## src/rtl/ctgb_pkg.sv

```systemverilog
`default_nettype none

package ctgb_pkg;

   localparam int DEPTH_DEFAULT = 64;

   localparam int CMD_W  = 3;
   localparam int CHAR_W = 8;
   localparam int KIND_W = 3;
   localparam int LEN_W  = 7;

   localparam logic [CMD_W-1:0] CMD_INSERT = 3'd0;
   localparam logic [CMD_W-1:0] CMD_DELETE = 3'd1;
   localparam logic [CMD_W-1:0] CMD_RIGHT  = 3'd2;
   localparam logic [CMD_W-1:0] CMD_LEFT   = 3'd3;
   localparam logic [CMD_W-1:0] CMD_DUMP   = 3'd4;

   localparam logic [KIND_W-1:0] KIND_DONE    = 3'd0;
   localparam logic [KIND_W-1:0] KIND_IGNORED = 3'd1;
   localparam logic [KIND_W-1:0] KIND_FULL    = 3'd2;
   localparam logic [KIND_W-1:0] KIND_CHAR    = 3'd3;
   localparam logic [KIND_W-1:0] KIND_EMPTY   = 3'd4;

   // Commands from the controller to the datapath.
   typedef struct packed {
      logic accept;     // latch the request and issue its store read
      logic finish;     // complete an edit (or an empty dump) and load its result
      logic dump_step;  // emit the character held in the read register
   } ctgb_cmd_type;

   // Status from the datapath to the controller.
   typedef struct packed {
      logic text_empty;
      logic dump_last;
      logic out_free;
   } ctgb_status_type;

endpackage

`default_nettype wire

```

## src/rtl/ctgb_ctrl.sv

```systemverilog
`default_nettype none

module ctgb_ctrl
   import ctgb_pkg::*;
(
   input  wire logic             clock,
   input  wire logic             reset,
   input  wire logic             req_valid,
   input  wire logic [CMD_W-1:0] req_cmd,
   output logic                  req_stall,
   input  wire ctgb_status_type  status,
   output ctgb_cmd_type          cmd
);

   typedef enum logic [1:0] {
      ST_IDLE,
      ST_FINISH,
      ST_DUMP
   } state_type;

   state_type state_ff;
   state_type state_in;

   always_comb begin
      state_in      = state_ff;
      cmd.accept    = 1'b0;
      cmd.finish    = 1'b0;
      cmd.dump_step = 1'b0;
      unique case (state_ff)
         ST_IDLE: begin
            if (req_valid) begin
               cmd.accept = 1'b1;
               // A dump of an empty buffer is answered like an edit.
               if (req_cmd == CMD_DUMP && !status.text_empty) begin
                  state_in = ST_DUMP;
               end else begin
                  state_in = ST_FINISH;
               end
            end
         end
         ST_FINISH: begin
            if (status.out_free) begin
               cmd.finish = 1'b1;
               state_in   = ST_IDLE;
            end
         end
         ST_DUMP: begin
            if (status.out_free) begin
               cmd.dump_step = 1'b1;
               if (status.dump_last) begin
                  state_in = ST_IDLE;
               end
            end
         end
         default: begin
            state_in = ST_IDLE;
         end
      endcase
   end

   always_ff @(posedge clock) begin
      if (reset) begin
         state_ff <= ST_IDLE;
      end else begin
         state_ff <= state_in;
      end
   end

   assign req_stall = (state_ff != ST_IDLE);

endmodule

`default_nettype wire

```

## src/rtl/ctgb_datapath.sv

```systemverilog
`default_nettype none

module ctgb_datapath
   import ctgb_pkg::*;
#(
   parameter int DEPTH = DEPTH_DEFAULT
) (
   input  wire logic              clock,
   input  wire logic              reset,
   input  wire logic [CMD_W-1:0]  req_cmd,
   input  wire logic [CHAR_W-1:0] req_char_in,
   input  wire ctgb_cmd_type      cmd,
   output ctgb_status_type        status,
   output logic                   rsp_valid,
   input  wire logic              rsp_stall,
   output logic [KIND_W-1:0]      rsp_kind,
   output logic [CHAR_W-1:0]      rsp_char_out,
   output logic                   rsp_last,
   output logic [LEN_W-1:0]       rsp_text_length,
   output logic [LEN_W-1:0]       rsp_cursor_pos
);

   localparam int AW    = $clog2(DEPTH);
   localparam int CNT_W = $clog2(DEPTH + 1);
   localparam logic [CNT_W-1:0] DEPTH_C = CNT_W'(DEPTH);

   logic [CHAR_W-1:0] text_store_ff [DEPTH];
   logic [CHAR_W-1:0] rd_data_ff;

   logic [CNT_W-1:0]  left_ff, left_in;
   logic [CNT_W-1:0]  right_ff, right_in;
   logic [CNT_W-1:0]  idx_ff;
   logic [CMD_W-1:0]  cmd_ff;
   logic [CHAR_W-1:0] char_ff;

   logic              rsp_valid_ff;
   logic [KIND_W-1:0] kind_ff, kind_in;
   logic [CHAR_W-1:0] char_out_ff, char_out_in;
   logic              last_ff, last_in;
   logic [LEN_W-1:0]  len_ff, len_in;
   logic [LEN_W-1:0]  pos_ff, pos_in;

   logic [CNT_W-1:0]  total;
   logic [CNT_W-1:0]  idx_next;
   logic              dump_last;
   logic              out_free;
   logic              load;
   logic              rd_en;
   logic [AW-1:0]     rd_addr;
   logic [AW-1:0]     acc_addr;
   logic              wr_en;
   logic [AW-1:0]     wr_addr;
   logic [CHAR_W-1:0] wr_data;

   // Store address of text position i: the left stack from the bottom, then
   // the right stack, which ends at the top entry.
   function automatic logic [AW-1:0] text_addr(input logic [CNT_W-1:0] i,
                                               input logic [CNT_W-1:0] left,
                                               input logic [CNT_W-1:0] tot);
      logic [CNT_W:0] a;
      begin
         if (i < left) begin
            a = {1'b0, i};
         end else begin
            a = {1'b0, i} + (CNT_W + 1)'(DEPTH) - {1'b0, tot};
         end
         return a[AW-1:0];
      end
   endfunction

   assign total     = left_ff + right_ff;
   assign idx_next  = idx_ff + 1'b1;
   assign dump_last = (idx_next == total);
   assign out_free  = !rsp_valid_ff || !rsp_stall;

   assign status.text_empty = (total == '0);
   assign status.dump_last  = dump_last;
   assign status.out_free   = out_free;

   always_comb begin
      unique case (req_cmd)
         CMD_RIGHT: acc_addr = (right_ff == '0) ? '0 : AW'(DEPTH_C - right_ff);
         CMD_LEFT:  acc_addr = (left_ff == '0) ? '0 : AW'(left_ff - 1'b1);
         CMD_DUMP:  acc_addr = text_addr('0, left_ff, total);
         default:   acc_addr = '0;
      endcase
   end

   assign rd_en   = cmd.accept || (cmd.dump_step && !dump_last);
   assign rd_addr = cmd.accept ? acc_addr : text_addr(idx_next, left_ff, total);

   always_comb begin
      wr_en       = 1'b0;
      wr_addr     = AW'(left_ff);
      wr_data     = char_ff;
      left_in     = left_ff;
      right_in    = right_ff;
      load        = 1'b0;
      kind_in     = KIND_DONE;
      char_out_in = '0;
      last_in     = 1'b1;
      len_in      = '0;
      pos_in      = '0;
      if (cmd.finish) begin
         load = 1'b1;
         unique case (cmd_ff)
            CMD_INSERT: begin
               if (total == DEPTH_C) begin
                  kind_in = KIND_FULL;
               end else begin
                  wr_en   = 1'b1;
                  left_in = left_ff + 1'b1;
               end
            end
            CMD_DELETE: begin
               if (left_ff == '0) begin
                  kind_in = KIND_IGNORED;
               end else begin
                  left_in = left_ff - 1'b1;
               end
            end
            CMD_RIGHT: begin
               if (right_ff == '0) begin
                  kind_in = KIND_IGNORED;
               end else begin
                  wr_en    = 1'b1;
                  wr_data  = rd_data_ff;
                  left_in  = left_ff + 1'b1;
                  right_in = right_ff - 1'b1;
               end
            end
            CMD_LEFT: begin
               if (left_ff == '0) begin
                  kind_in = KIND_IGNORED;
               end else begin
                  wr_en    = 1'b1;
                  wr_addr  = AW'(DEPTH_C - 1'b1 - right_ff);
                  wr_data  = rd_data_ff;
                  left_in  = left_ff - 1'b1;
                  right_in = right_ff + 1'b1;
               end
            end
            CMD_DUMP: begin
               kind_in = KIND_EMPTY;
            end
            default: begin
               kind_in = KIND_IGNORED;
            end
         endcase
         len_in = LEN_W'(left_in) + LEN_W'(right_in);
         pos_in = LEN_W'(left_in);
      end else if (cmd.dump_step) begin
         load        = 1'b1;
         kind_in     = KIND_CHAR;
         char_out_in = rd_data_ff;
         last_in     = dump_last;
         if (dump_last) begin
            left_in  = '0;
            right_in = '0;
         end
      end
   end

   always_ff @(posedge clock) begin
      if (wr_en) begin
         text_store_ff[wr_addr] <= wr_data;
      end
      if (rd_en) begin
         rd_data_ff <= text_store_ff[rd_addr];
      end
   end

   always_ff @(posedge clock) begin
      if (reset) begin
         left_ff      <= '0;
         right_ff     <= '0;
         rsp_valid_ff <= 1'b0;
      end else begin
         left_ff  <= left_in;
         right_ff <= right_in;
         if (load) begin
            rsp_valid_ff <= 1'b1;
         end else if (!rsp_stall) begin
            rsp_valid_ff <= 1'b0;
         end
      end
   end

   always_ff @(posedge clock) begin
      if (cmd.accept) begin
         cmd_ff  <= req_cmd;
         char_ff <= req_char_in;
         idx_ff  <= '0;
      end else if (cmd.dump_step && !dump_last) begin
         idx_ff <= idx_next;
      end
      if (load) begin
         kind_ff     <= kind_in;
         char_out_ff <= char_out_in;
         last_ff     <= last_in;
         len_ff      <= len_in;
         pos_ff      <= pos_in;
      end
   end

   assign rsp_valid       = rsp_valid_ff;
   assign rsp_kind        = kind_ff;
   assign rsp_char_out    = char_out_ff;
   assign rsp_last        = last_ff;
   assign rsp_text_length = len_ff;
   assign rsp_cursor_pos  = pos_ff;

endmodule

`default_nettype wire

```

## src/rtl/cursor_text_gap_buffer.sv

```systemverilog
// Gap-buffer line editor with a cursor over a DEPTH-byte text store.
// Edit commands: the store read is issued as the transaction is accepted, and
// the write and result follow in the finish state once the output is free.
// A dump of N characters gives one result per cycle while the output is free,
// using the single store read port; the next request is taken after the last one.
// Synchronous active-high reset empties the text; store contents stay undefined.
`default_nettype none

module cursor_text_gap_buffer
   import ctgb_pkg::*;
#(
   parameter int DEPTH = DEPTH_DEFAULT
) (
   input  wire logic              clock,
   input  wire logic              reset,
   input  wire logic              req_valid,
   output logic                   req_stall,
   input  wire logic [CMD_W-1:0]  req_cmd,
   input  wire logic [CHAR_W-1:0] req_char_in,
   output logic                   rsp_valid,
   input  wire logic              rsp_stall,
   output logic [KIND_W-1:0]      rsp_kind,
   output logic [CHAR_W-1:0]      rsp_char_out,
   output logic                   rsp_last,
   output logic [LEN_W-1:0]       rsp_text_length,
   output logic [LEN_W-1:0]       rsp_cursor_pos
);

   ctgb_cmd_type    cmd;
   ctgb_status_type status;

   ctgb_ctrl u_ctrl (
      .clock     (clock),
      .reset     (reset),
      .req_valid (req_valid),
      .req_cmd   (req_cmd),
      .req_stall (req_stall),
      .status    (status),
      .cmd       (cmd)
   );

   ctgb_datapath #(
      .DEPTH (DEPTH)
   ) u_datapath (
      .clock           (clock),
      .reset           (reset),
      .req_cmd         (req_cmd),
      .req_char_in     (req_char_in),
      .cmd             (cmd),
      .status          (status),
      .rsp_valid       (rsp_valid),
      .rsp_stall       (rsp_stall),
      .rsp_kind        (rsp_kind),
      .rsp_char_out    (rsp_char_out),
      .rsp_last        (rsp_last),
      .rsp_text_length (rsp_text_length),
      .rsp_cursor_pos  (rsp_cursor_pos)
   );

endmodule

`default_nettype wire

```

## config.mk

```make
export PLATFORM = sky130hd
export DESIGN_NAME = cursor_text_gap_buffer
export DESIGN_NICKNAME = d
export VERILOG_FILES = /design/src/rtl/ctgb_pkg.sv /design/src/rtl/ctgb_ctrl.sv /design/src/rtl/ctgb_datapath.sv /design/src/rtl/cursor_text_gap_buffer.sv
export SDC_FILE = /design/constraint.sdc
export NUM_CORES = 1
export LEC_CHECK = 0
export ABC_AREA = 1
export BUFFER_PORTS_ARGS = -buffer_cell sky130_fd_sc_hd__buf_2
export CELL_PAD_IN_SITES_DETAIL_PLACEMENT = 1
export CELL_PAD_IN_SITES_GLOBAL_PLACEMENT = 1
export CORE_MARGIN = 2
export CORE_UTILIZATION = 51
export CTS_CLUSTER_SIZE = 20
export DETAILED_ROUTE_END_ITERATION = 16
export PLACE_DENSITY = 0.87
export SYNTH_ARGS = -nofsm -noshare
export SYNTH_HDL_FRONTEND = slang
export SYNTH_SLANG_ARGS = --single-unit
```

## constraint.sdc

```tcl
create_clock -name clock -period 6.6 [get_ports clock]
set_input_delay 0.99 -clock clock [delete_from_list [all_inputs] [get_ports clock]]
set_output_delay 0.99 -clock clock [all_outputs]
set_load 0.1 [all_outputs]
```

==> Yosys cells after proc, flatten, opt, wreduce, memory -nomap -nowiden <==
Memory sizes are Yosys's and may differ from the RTL's. A register that Yosys moved wholly into a read port is not among the register bits.
Cells that the tools add are included.
{ "op_classes": {"mux": 54, "bitwise_logic": 1, "magnitude_cmp": 2, "n_eq_ne": 16, "n_reduce_logical": 20, "add_sub_neg": 12} }
{ "ops": {"columns": ["cell", "n"], "rows": [
  ["$mux 7", 11],
  ["$mux 6", 8],
  ["$mux 8", 3],
  ["$add 7x1->7 const B", 3],
  ["$logic_not 7->1", 3],
  ["$pmux 7 s3", 1],
  ["$pmux 6 s3", 1],
  ["$mux 1", 17],
  ["$pmux 8 s2", 1],
  ["$add 7x7->7", 2],
  ["$mux 2", 7],
  ["$pmux 7 s2", 1],
  ["$sub 7x1->7 const B", 2],
  ["$eq 3x2->1 const B", 4],
  ["$pmux 3 s4", 1],
  ["$sub 1x6->6 const A", 2],
  ["$ne 2x1->1 const B", 4],
  ["$eq 7x7->1", 1],
  ["$eq 7x7->1 const B", 1],
  ["$lt 1x7->1 const A", 1],
  ["$lt 7x7->1", 1],
  ["$add 6x1->6 const B", 1],
  ["$eq 3x3->1 const B", 2],
  ["$pmux 2 s3", 1],
  ["18 further kinds", 26]
]} }
{ "totals": {"elab_cells": 118, "ram_bits": 512, "regBits": 61, "output_inout_bits": 28, "n_memories": 1} }
{ "memory_table": {"columns": ["memory", "depth", "width", "rd", "rd_ports_with_merged_regs", "wr", "line_no", "source"], "rows": [
  ["u_datapath.text_store_ff", 64, 8, 1, 1, 1, "ctgb_datapath.sv:27", "logic [CHAR_W-1:0] text_store_ff [DEPTH];"]
]} }

==> Logic depth before layout (Yosys ltp) <==
Gate-level depths: netlist (run 1).
{ "depth": {"depth_word": 7, "ltp_mapped": 27} }

==> Hierarchy <==
Synthesis (run 1) repeated with hierarchy kept, for this count alone.
{ "hier_totals": {"hier_cells": 2440, "hier_area_um2": 26590.5} }
{ "by_module_without_submodules": {"columns": ["module", "instances", "cells_per_inst", "area_per_inst_um2"], "rows": [
  ["ctgb_datapath", 1, 2412, 26425.3],
  ["ctgb_ctrl", 1, 28, 165.2]
]} }

==> Worst setup path before layout (run 1) <==
OpenSTA, ideal clock, no wires.
{ "synth_timing": {"kind": "input to register", "from": "input port rsp_stall", "to": "memory u_datapath.text_store_ff[0][0], data pin", "arrival_ns": 4.324, "n_path_buf": 0, "t_required_ns": 5.880, "path_stages": 7, "setup_slack_ns": 1.556, "path_cell_list": "nand2_1 inv_2 nor3_4 inv_2 nor2_2 inv_2 o31ai_1"} }
{ "synth_via": {"elab_chain_cells": 5} }
{ "synth_rtl": {"columns": ["element", "line_no", "source"], "rows": [
  ["from (decl)", "cursor_text_gap_buffer.sv:21", "input wire logic rsp_stall,"],
  ["$logic_not 1->1", "ctgb_datapath.sv:74", "assign out_free = !rsp_valid_ff || !rsp_stall;"],
  ["$logic_or 1x1->1", "ctgb_datapath.sv:74", null],
  ["$mux 1", "ctgb_ctrl.sv:42", "if (status.out_free) begin"],
  ["$mux 1", "ctgb_ctrl.sv:29", "unique case (state_ff)"],
  ["$mux 8", "ctgb_datapath.sv:104", "if (cmd.finish) begin"],
  ["named net u_datapath.wr_data[0]", "ctgb_datapath.sv:53", "logic [CHAR_W-1:0] wr_data;"],
  ["to (decl)", "ctgb_datapath.sv:27", null]
]} }
The timed path passes the listed nets, and every way through them passes these cells.

==> Final worst setup path (run 1) <==
{ "layout_timing": {"from": "register u_datapath.idx_ff[0]", "to": "register u_datapath.rd_data_ff[2] (read register of u_datapath.text_store_ff), data pin"} }
{ "layout_via": {"elab_chain_cells": 5, "word_cells_on_any_way": 10, "cone_classes": "add/sub (3); order compare (1); eq/ne (1); mux (2); reduce/logical (3)"} }
{ "layout_rtl": {"columns": ["element", "line_no", "source"], "rows": [
  ["from (decl)", "ctgb_datapath.sv:32", "logic [CNT_W-1:0] idx_ff;"],
  ["from (signal assigned)", "ctgb_datapath.sv:195", "idx_ff <= idx_next;"],
  ["$add 7x1->7 *", "ctgb_datapath.sv:72", "assign idx_next = idx_ff + 1'b1;"],
  ["named net u_datapath.idx_next[6]", "ctgb_datapath.sv:44", "logic [CNT_W-1:0] idx_next;"],
  ["parallel branches: the longest is 4 deep, another holds $lt 7x7->1", null, null],
  ["to (decl)", "ctgb_datapath.sv:28", "logic [CHAR_W-1:0] rd_data_ff;"]
]} }
Mark *: on every way through the listed nets, which the timed path passes.
A chain may end at the register's enable or synchronous reset.

==> summary.txt, run 1 <==
Yosys
  • Main synth FF type: edfxtp_1
  • Most common cell in the netlist: nand2_1
  • Post-synthesis area per instance: 10.8 um2
  • Share of the synthesized area in the top cell type: 64.1%
  • Synth area leader: edfxtp_1
  • Syn Std Cell Area: 26100 um2
  • Syn. warnings: 0
  • Synth top cells by count: nand2_1, nand3_1, edfxtp_1
  • Cells after Synth: 2417
  • Sequential share of the synthesized area: 66.0%
  • Asr flop ratio synth: 0%
  • Dominant cells by area after synthesis: edfxtp_1, nand3_1, nand2_1
  • Syn_nets: 2466
  • EDFF count, synth: 557
  • Yosys reg bits: 581
  • Post-synth cell types: 53

Critical path
  • Buf/Inv on CP: 3
  • Slowest cell on the critical path: nand2_4
  • Critical path depth: 21
  • WP data required: 7000 ps
  • CP startpoint kind: flip-flop
  • CP Class: flip-flop to flip-flop
  • Crit path DAT: around 5500 ps
  • CP max stage delay: ~920 ps
  • CP delay by family, top: simple AND/OR/NAND/NOR gates
  • R2r endpoint: u_datapath.rd_data_ff[2]$_DFFE_PP_
  • Most used cell, CP: nand3_1
  • Register-to-Register Path Depth: 21
  • R2r startpoint: u_datapath.idx_ff[0]$_SDFFE_PP0P_
  • R2r setup slk: 1490 ps
  • Crit-path cells: ha_1 -> nand3_1 -> nand3b_1 -> xor2_1 -> inv_1 -> ha_1 -> nand2_1 -> inv_1 -> a21oi_1 -> nand2_2 -> nand2_1 -> nand3_1 -> nand2_4 -> buf_4 -> nand3_1 -> nand3_1 -> nand3_1 -> nand3_1 -> nand2_1 -> nand2_1 -> nand2_1
  • Kind of end point of the critical path: flip-flop
  • Crit Path Max Fanout: 98

STA
  • Final setup vio count: 0
  • Setup Total Neg Slack: 0 ps
  • Tcrit/Tclk final: a little under 80%
  • Rel. slew slack: 9.71%
  • Final setup skew: ~34 ps
  • Final hold viol count: 0
  • Final min period: 5110 ps
  • Unrepaired setup endpoints after global routing: false
  • Worst setup margin: 1490 ps
  • Hold slack: 484 ps
  • Maximum clock frequency: 0.196 GHz
  • Count of pins over their slew limit: 0
  • Worst-Margin Slew: 1350 ps

Route
  • Drt total wl: 81500 um
  • Total number of vias: 19600
  • Pre-antenna DRT Iters: 8
  • # DRC: 0
  • Wirelength per Cell: 26.0 um
  • Antenna Nets Post-Route: 0
  • Vias/cell: 6.25
  • Initial drt markers: 2133

Power
  • Pwr dens: 315 nW/um2
  • Max VDD drop: 0.207 mV
  • Leakage: 10.4 nW

CTS
  • H-tree levels: 2
  • Cts bufs inserted: 59
  • Clk slew on worst S/H paths: 70 ps
  • # resized after CTS: 0
  • Clock Sinks: 581
  • CTS hold repair buffers: 0
  • CTS root buf: clkbuf_16
  • Post-CTS setup buffers: 0
  • CTS tree: yes
  • Clk_lat worst skew: slightly below 700 ps
  • Worst-case clock buffer depth: 3

GRT
  • Number of global-route vias before repair: 20600
  • First-pass GRT wire length: 125000 um
  • Largest net degree at the start of global routing: ~140
  • Total gr overflow: 0
  • Initial antenna violation count: 0
  • All-Layer GR Usage: 30.9%

Cells and area
  • # nets final: about 2500
  • N_diodes: 0
  • Reg area: 17200 um2
  • # fillers: 5256
  • Share of post-route cells with drive strength above 1: around 8.8%
  • Area grow syn2layout: 10.2%
  • Multi-input gate area: 7950 um2

Floorplanning
  • Die height: ~230 um
  • CORE AREA: 50300 um2
  • Die width: 230 um
  • I/O Pins: 43
  • Rows: 82
  • Starting Density: about half
  • Total die area: approximately 53000 um2

Hold path
  • Hold_sp: u_datapath.idx_ff[6]$_SDFFE_PP0P_
  • Worst hold endpoint: u_datapath.idx_ff[6]$_SDFFE_PP0P_
  • HP Class: flip-flop to flip-flop
  • Hold Path Depth: 2

Flow run
  • Max Cap Viol: 0

Placement
  • IO Port Bufs: 42
  • Placed wire-length estimate: 49000 um
  • Worst slack, placed: 1590 ps
  • Placer Congestion: 0.899

Outcome
  • Run status: finished, final reports clean
[sequential cells by signal, indices dropped and copies added, names as in the netlist]
signal,count
u_datapath.rsp_valid,1
u_datapath.rsp_char_out,8
u_datapath.idx_ff,7
u_datapath.rsp_kind,3
u_datapath.text_store_ff,512
u_datapath.left_ff,7
u_datapath.rsp_text_length,7
u_ctrl.state_ff,2
u_datapath.char_ff,8
u_datapath.rd_data_ff,8
u_datapath.cmd_ff,3
u_datapath.rsp_cursor_pos,7
u_datapath.rsp_last,1
u_datapath.right_ff,7
[cells by family (layout without fill, tap and decap cells)]
group	Yosys count	in the layout	share of synthesized area (%)
and+or+nand+nor	1438	1438	24.6
buffers and inverters	221	272	4.17
adders and majority gates	34	34	1.72
xor gates and xnor gates	25	25	0.897
DFF	581	581	66.0
AOI/OAI and AO/OA	118	118	2.68
[how the worst max path moves through the flow]
stage	to	slack (ps)	startpoint
floorplan	u_datapath.text_store_ff[0][0]$_DFFE_PP_	1560	rsp_stall
global placement	u_datapath.rd_data_ff[2]$_DFFE_PP_	1760	u_datapath.idx_ff[0]$_SDFFE_PP0P_
detailed placement	u_datapath.rd_data_ff[2]$_DFFE_PP_	1590	u_datapath.idx_ff[0]$_SDFFE_PP0P_
CTS	u_datapath.rd_data_ff[2]$_DFFE_PP_	1560	u_datapath.idx_ff[0]$_SDFFE_PP0P_
global route	u_datapath.rd_data_ff[2]$_DFFE_PP_	1130	u_datapath.idx_ff[0]$_SDFFE_PP0P_
finish	u_datapath.rd_data_ff[2]$_DFFE_PP_	1490	u_datapath.idx_ff[0]$_SDFFE_PP0P_
[metrics by stage]
step	util [%]	instance area, um2	cells	power [mW]
after floorplan	-	26100	2417	5.20
after global placement	53.2	26800	3029	5.54
after detailed placement	53.2	26800	3029	5.62
after CTS	57.2	28700	3140	9.03
after global routing	57.2	28700	3140	9.29
final	57.2	28700	3140	9.06
[power breakdown]
part | switching (mW) | internal (mW) | leakage [nW]
clock | 1.50 | 1.95 | 0.958
sequential | 0.0266 | 4.13 | 5.23
combinational | 1.13 | 0.320 | 4.20
[worst reg2reg max path: cells and delay by family (launching register included)]
| family | cells | cell delay [ps] |
|---|---|---|
| flops | 1 | 470 |
| xor+xnor | 1 | 240 |
| simple gates | 14 | 2650 |
| compound gates | 1 | 370 |
| fa+ha+maj | 2 | 540 |
| buf+inv | 3 | 600 |
[metal layers]
metal / vias up / track usage (%) / wire length (um)
li1: 8517 / - / -
met1: 9790 / 39.7 / 31600
met2: 1065 / 51.4 / 39400
met3: 256 / 6.00 / 7180
met4: 0 / 13.1 / 3360
met5: - / 0 / 0
[placed cells by master (no fill, tap or decap), types with 24 or more instances in the layout]
| cell | instances |
|---|---|
| o21ai_0 | 37 |
| inv_1 | 84 |
| edfxtp_1 | 557 |
| buf_2 | 42 |
| nand2_1 | 638 |
| clkbuf_16 | 59 |
| nor2_1 | 120 |
| dfxtp_1 | 24 |
| ha_1 | 31 |
| nand3_1 | 612 |
| a21oi_1 | 41 |
[cell type report]
class                           count  area share (%)
Clock buffer                       72            5.38
Tap cell                          672            2.93
Multi-Input combinational cell   1615            27.6
Clock inverter                     39            1.49
Sequential cell                   581            59.9
Timing Repair Buffer               67            1.47
Inverter                           94            1.23
Power figures use the tool's default switching activity.
==> run 2: changes to the inputs <==
Settings changed: CORE_UTILIZATION 51 to 46, PLACE_DENSITY 0.87 to 0.83.
Clock period 6.6 ns to 4.44 ns, I/O delays scaled along.
==> run 2 against run 1 <==
  * Non-clock buffer count up 93
  * Combinational power rose by 57%
  * Largest cell class unchanged
  * Die area is 11% higher
  * Critical endpoint is now u_datapath.rd_data_ff[6]$_DFFE_PP_
==> summary.txt, run 2 (synthesis results as in run 1) <==
Outcome
  • Run status: finished, final reports clean

Cells and area
  • Largest register by flop count: u_datapath.text_store_ff
  • Area grow syn2layout: 14.9%
  • Number of flip-flops under the largest register name: 512
  • # nets final: roughly 2600
  • Commonest non-fill, non-tap cell in the layout: nand2_1
  • Final core occ: 53.3%
  • Share of post-route cells with drive strength above 1: about an eighth
  • N_diodes: 0
  • # fillers: 6022
  • Fin area: 30000 um2
  • Most frequent cells in the layout: nand2_1, nand3_1, edfxtp_1

CTS
  • Worst-case clock buffer depth: 3
  • Clk slew on worst S/H paths: 60 ps
  • Clk_lat worst skew: 650 ps
  • CTS tree: yes
  • Cts bufs inserted: 61
  • H-tree levels: 2
  • CTS hold repair buffers: 0
  • CTS root buf: clkbuf_16
  • Clock Sinks: 581

GRT
  • Largest net degree at the start of global routing: 74
  • Initial antenna violation count: 0
  • Total gr overflow: 0
  • First-pass GRT wire length: 128000 um
  • All-Layer GR Usage: approximately 29%
  • Number of global-route vias before repair: 21000

Power
  • Power after layout: 13.9 mW
  • Leakage: 11.0 nW
  • Max VDD drop: 0.359 mV
  • Pwr dens: 462 nW/um2

Flow run
  • Max Cap Viol: 0

Critical path
  • Crit path DAT: 4700 ps
  • Buf/Inv on CP: 4
  • CP delay by family, top: simple AND/OR/NAND/NOR gates
  • Slowest cell on the critical path: dfxtp_2
  • R2r setup slk: between 200 and 250 ps
  • Register-to-Register Path Depth: 23
  • Most used cell, CP: nand2_1
  • R2r startpoint: u_datapath.idx_ff[0]$_SDFFE_PP0P_
  • CP max stage delay: 390 ps
  • CP startpoint kind: flip-flop
  • Crit Path Max Fanout: 38
  • Crit-path cells: ha_1 -> nand3_1 -> nand3b_1 -> xor2_1 -> inv_1 -> ha_1 -> nand2_1 -> inv_1 -> a21oi_2 -> nand2_2 -> nand2_1 -> nand3_2 -> nand2_4 -> buf_12 -> buf_4 -> nand2_1 -> nand3_1 -> nand3_1 -> nand3_1 -> nand3_1 -> nand2_1 -> nand2_1 -> nand2_1
  • WP data required: 4950 ps
  • CP Class: flip-flop to flip-flop
  • Kind of end point of the critical path: flip-flop
  • R2r endpoint: u_datapath.rd_data_ff[6]$_DFFE_PP_

Route
  • # DRC: 0
  • Vias/cell: between 6 and 7
  • Total number of vias: about 20000
  • Initial drt markers: 2196
  • Drt total wl: approximately 85000 um
  • Wirelength per Cell: 25.5 um
  • Pre-antenna DRT Iters: 5
  • Antenna Nets Post-Route: 0

Placement
  • Placer Congestion: 0.932
  • Placed Area: 27700 um2
  • IO Port Bufs: 42
  • Placed wire-length estimate: 52500 um

STA
  • Final setup vio count: 0
  • Rel. slew slack: 9.43%
  • Count of pins over their slew limit: 0
  • Setup Total Neg Slack: 0 ps
  • Final setup skew: 32.7 ps
  • Final hold viol count: 0
  • Tcrit/Tclk final: 94.4%
  • Worst-Margin Slew: 1360 ps
  • Final min period: 4190 ps
  • Maximum clock frequency: 0.239 GHz

Hold path
  • Hold Path Depth: 1
  • Worst hold endpoint: u_datapath.char_ff[2]$_DFFE_PP_
  • Hold_sp: req_char_in[2]
  • HP Class: input port to flip-flop

Floorplanning
  • Die width: roughly 240 um
  • Die height: 242 um
  • Starting Density: 46.4%
  • Total die area: 58600 um2
  • I/O Pins: between 40 and 50
  • CORE AREA: 56200 um2
  • Rows: 87
## run 2: cell count changes in the layout (fill, tap and decap cells not counted), sizes merged
cell / before / now
o21ai: 45 / 46
bufinv: 7 / 11
buf: 67 / 160
clkinvlp: 3 / 4
clkbuf: 72 / 71
clkinv: 30 / 28
## run 2: worst max path at each step
stage	startpoint	endpoint	slack, ps	cells past startpoint
floorplan	u_datapath.right_ff[1]$_SDFFE_PP0P_	u_datapath.text_store_ff[0][0]$_DFFE_PP_	-430	10
global placement	u_datapath.right_ff[0]$_SDFFE_PP0P_	u_datapath.rsp_text_length[6]$_SDFFCE_PN0P_	290	26
detailed placement	u_datapath.idx_ff[0]$_SDFFE_PP0P_	u_datapath.rd_data_ff[7]$_DFFE_PP_	140	21
CTS	u_datapath.idx_ff[0]$_SDFFE_PP0P_	u_datapath.rd_data_ff[7]$_DFFE_PP_	130	21
global route	u_datapath.right_ff[0]$_SDFFE_PP0P_	u_datapath.rsp_text_length[6]$_SDFFCE_PN0P_	-70	26
finish	u_datapath.idx_ff[0]$_SDFFE_PP0P_	u_datapath.rd_data_ff[6]$_DFFE_PP_	250	23
## run 2: timing repair
item                                    in CTS  in global routing
buffers inserted                             0                  4
endpoints found under the setup margin       0                  9
gates resized for setup                      0                 15
## run 2: metrics by stage
step	std cells	setup slack (ps)	hold WS, ps
detailed placement	3202	140	482
floorplan	2417	-426	453
global placement	3202	289	463
finish	3320	250	196
CTS	3315	127	176
global route	3320	-65.7	184
## run 2: where the power goes
group	internal, mW	switching [mW]	leakage (nW)
Clock	3.22	2.18	1.02
Sequential	6.14	0.0345	5.23
Combinational	0.575	1.71	4.76
## run 2: layer usage
metal	share of wire, %	wire, um	track usage, %
met4	3.7	3160	11.5
met5	0	0	0
met3	8.6	7330	4.35
met2	49	41100	48.2
met1	39	33100	37.2
## run 2: worst register-to-register path, delay by kind of cell, from the launching register on
kind                       cells  cell delay, ps
and+or+nand+nor               15            2050
adders and majority gates      2             500
buffers and inverters          4             630
DFF                            1             390
AOI/OAI and AO/OA              1             250
xor gates and xnor gates       1             230
## run 2: area by class of cell
class	instances	area (um2)	share of cell area (%)
Timing Repair Buffer	160	1340	4.46
Clock inverter	42	495	1.65
Sequential cell	581	17200	57.4
Multi-Input combinational cell	1616	8010	26.7
Tap cell	756	946	3.16
Inverter	94	353	1.18
Clock buffer	71	1610	5.36
==> run 3: changes to the inputs <==
Settings changed: ABC_AREA 1 to default, CORE_UTILIZATION 46 to 48.
==> run 3 against run 2 <==
  * The flow now finishes with violations (setup timing)
  * Sequential share of layout area shrank 1.5 points
  * Final area grew 2.6%
  * Clock power shrank 10%
  * Sequential power shrank 1%
  * Critical path depth shrank 5
  * Utilization grew 6.4 points
  * Via count shrank 6.7%
  * Fmax shrank 9.8%
==> summary.txt, run 3 <==
Critical path
  • Crit Path Max Fanout: 32
  • Kind of end point of the critical path: flip-flop
  • WP data required: 4830 ps
  • Crit path DAT: 5030 ps
  • R2r setup slk: -200 ps
  • Register-to-Register Path Depth: 18
  • R2r startpoint: u_datapath.idx_ff[0]$_SDFFE_PP0P_
  • R2r endpoint: u_datapath.rd_data_ff[4]$_DFFE_PP_
  • CP startpoint kind: flip-flop
  • CP Class: flip-flop to flip-flop

Yosys
  • Sequential share of the synthesized area: 68.6%
  • Dominant cells by area after synthesis: edfxtp_1, mux4_2, nand2_1
  • EDFF count, synth: 557
  • Main synth FF type: edfxtp_1
  • Cells after Synth: 1748
  • Syn Std Cell Area: 25100 um2
  • Synth top cells by count: edfxtp_1, nand2_1, nor2_1
  • Syn_nets: 1797
  • Post-synthesis area per instance: between 10 and 15 um2
  • Syn. warnings: 0
  • Most common cell in the netlist: edfxtp_1
  • Share of the synthesized area in the top cell type: around two thirds
  • Asr flop ratio synth: 0%
  • Synth area leader: edfxtp_1
  • Post-synth cell types: 75
  • Yosys reg bits: between 500 and 600

Placement
  • IO Port Bufs: 42
  • Placed wire-length estimate: 50700 um
  • Placer Congestion: 0.928
  • Worst slack, placed: -452 ps

Power
  • Sw frac: between 20% and 30%
  • Max VDD drop: 0.332 mV
  • Combinational share of power: a little over a tenth
  • Clock power frac: 39.4%
  • Pwr dens: 400 nW/um2
  • Psw: around 3.2 mW
  • Flop pwr share: 49.7%
  • Leakage: 10.6 nW
  • Pint: 9.07 mW

Cells and area
  • Largest register by flop count: u_datapath.text_store_ff
  • Commonest non-fill, non-tap cell in the layout: edfxtp_1
  • # fillers: approximately 4900
  • # nets final: roughly 2100
  • Final core occ: 59.7%
  • Number of flip-flops under the largest register name: 512
  • Share of post-route cells with drive strength above 1: 29.0%
  • Area grow syn2layout: 22.6%
  • Most frequent cells in the layout: edfxtp_1, buf_4, nand2_1

CTS
  • Cts bufs inserted: 59
  • Clk slew on worst S/H paths: 60 ps
  • CTS root buf: clkbuf_16
  • Clock Sinks: 581
  • H-tree levels: 2
  • Worst-case clock buffer depth: 3
  • CTS hold repair buffers: 0
  • CTS tree: yes
  • Clk_lat worst skew: 680 ps

GRT
  • Met1 Track Usage GR: between 30% and 40%
  • First-pass GRT wire length: 124000 um
  • M2 GR Usage: 50.7%
  • Largest net degree at the start of global routing: 65
  • All-Layer GR Usage: 31.2%
  • GR peak layer: met2
  • Number of global-route vias before repair: 18500
  • Total gr overflow: 0
  • Met3 usage: 7.90%
  • Initial antenna violation count: 4

Floorplanning
  • Starting Density: 48.7%
  • I/O Pins: 43
  • Die width: 233 um
  • CORE AREA: 51500 um2
  • Die height: 233 um
  • Total die area: 54100 um2
  • Rows: 83

Route
  • Drt total wl: 91800 um
  • Initial drt markers: 2834
  • Wirelength per Cell: 33.5 um
  • Pre-antenna DRT Iters: 7
  • # DRC: 0
  • Total number of vias: 18600
  • Vias/cell: 6.80
  • Antenna Nets Post-Route: 0

Hold path
  • Worst hold endpoint: u_datapath.char_ff[2]$_DFFE_PP_
  • Hold_sp: req_char_in[2]
  • HP Class: input port to flip-flop
  • Hold Path Depth: 1

STA
  • Final min period: 4640 ps
  • Tcrit/Tclk final: 105%
  • Worst setup margin: -204 ps
  • Final setup skew: 54.0 ps
  • Final hold viol count: 0
  • Rel. slew slack: 22.2%
  • Unrepaired setup endpoints after global routing: true
  • Count of pins over their slew limit: 0
  • Worst-Margin Slew: 1170 ps
  • Final setup vio count: 7
  • Maximum clock frequency: 0.215 GHz

Outcome
  • Failing checks: setup timing
  • Run status: finished with violations

Flow run
  • Max Cap Viol: 0
[run 3: cell types whose count changed after synthesis, sizes merged, moves of 22 or more]
| cell | change |
|---|---|
| buf | -56 |
| nand3 | -556 |
| mux2 | +40 |
| mux4 | +32 |
| o22ai | +28 |
| nand2 | -476 |
| inv | -60 |
| clkbuf | +26 |
| o221ai | +22 |
| mux2i | +52 |
[run 3: cell families after synthesis]
kind of cell | count (synthesis) | share of synthesized area (%)
adders and majority gates | 34 | 1.79
and+or+nand+nor | 511 | 9.40
xor gates and xnor gates | 33 | 1.21
muxes | 124 | 6.76
buffers and inverters | 129 | 2.62
DFF | 581 | 68.6
AOI/OAI and AO/OA | 336 | 9.64
[run 3: what timing repair did]
| item | in CTS | in global routing |
|---|---|---|
| setup endpoints to repair | 9 | 521 |
| pin swaps | 9 | 22 |
| setup buffers | 11 | 12 |
| gates resized for setup | 84 | 111 |
| gates cloned | 3 | 12 |
[run 3: cell type report]
class	instances	area, um2	area share (%)
clock inverter	37	278	0.903
inverter	32	124	0.403
multi-input combinational	1040	8060	26.2
tap	680	851	2.77
sequential	581	17200	56.0
timing repair buffer	295	2700	8.77
clock buffer	72	1530	4.96
antenna	2	5.00	0.0163
[run 3: critical path, cell delays in order, from the launching register on]
cell and delay, ps:
dfxtp_2 330, ha_4 160, and3_4 180, and3_4 190, xor2_2 150, ha_1 320, and4_4 160, a221oi_4 280
buf_6 170, buf_4 150, mux2i_2 280, buf_4 170, nand4b_1 140, buf_4 330, nor2_1 410, a211o_1 180
o22ai_2 100, a311oi_4 490, nor4_2 120
[run 3: per-stage QoR]
| stage | cell area [um2] | total power [mW] | instances | hold WS (ps) | setup TNS, ps |
|---|---|---|---|---|---|
| after CTS | 29800 | 12.0 | 2713 | 154 | -112 |
| final | 30800 | 12.3 | 2739 | 163 | -572 |
| after global routing | 30800 | 12.5 | 2738 | 154 | -1140 |
| after detailed placement | 27500 | 7.24 | 2590 | 497 | -2800 |
| after floorplan | 25100 | 6.79 | 1748 | 463 | 0 |
| after global placement | 27500 | 7.18 | 2590 | 482 | -998 |
[run 3: worst max-delay path by stage]
| stage | from | to | slack [ps] |
|---|---|---|---|
| detailed placement | u_datapath.right_ff[0]$_SDFFE_PP0P_ | u_datapath.rd_data_ff[4]$_DFFE_PP_ | -450 |
| global route | u_datapath.idx_ff[0]$_SDFFE_PP0P_ | u_datapath.rd_data_ff[4]$_DFFE_PP_ | -240 |
| CTS | u_datapath.idx_ff[1]$_SDFFE_PP0P_ | u_datapath.rd_data_ff[4]$_DFFE_PP_ | -30 |
| global placement | u_datapath.idx_ff[0]$_SDFFE_PP0P_ | u_datapath.rd_data_ff[0]$_DFFE_PP_ | -270 |
| floorplan | u_datapath.right_ff[0]$_SDFFE_PP0P_ | u_datapath.rsp_text_length[6]$_SDFFCE_PN0P_ | 120 |
| finish | u_datapath.idx_ff[0]$_SDFFE_PP0P_ | u_datapath.rd_data_ff[4]$_DFFE_PP_ | -200 |
[run 3: power groups by stage]
stage	clock [mW]	sequential (mW)	combinational (mW)
after floorplan	0	6.27	0.512
after detailed placement	0	6.22	1.02
after global placement	0	6.22	0.963
final	4.84	6.11	1.33
after CTS	4.78	6.10	1.13
after global routing	5.03	6.11	1.36
[run 3: layer usage]
layer	wire (um)	vias to the layer above
met4	5630	4
met5	22	-
met3	10500	406
met2	42900	1501
li1	-	7336
met1	32900	9368
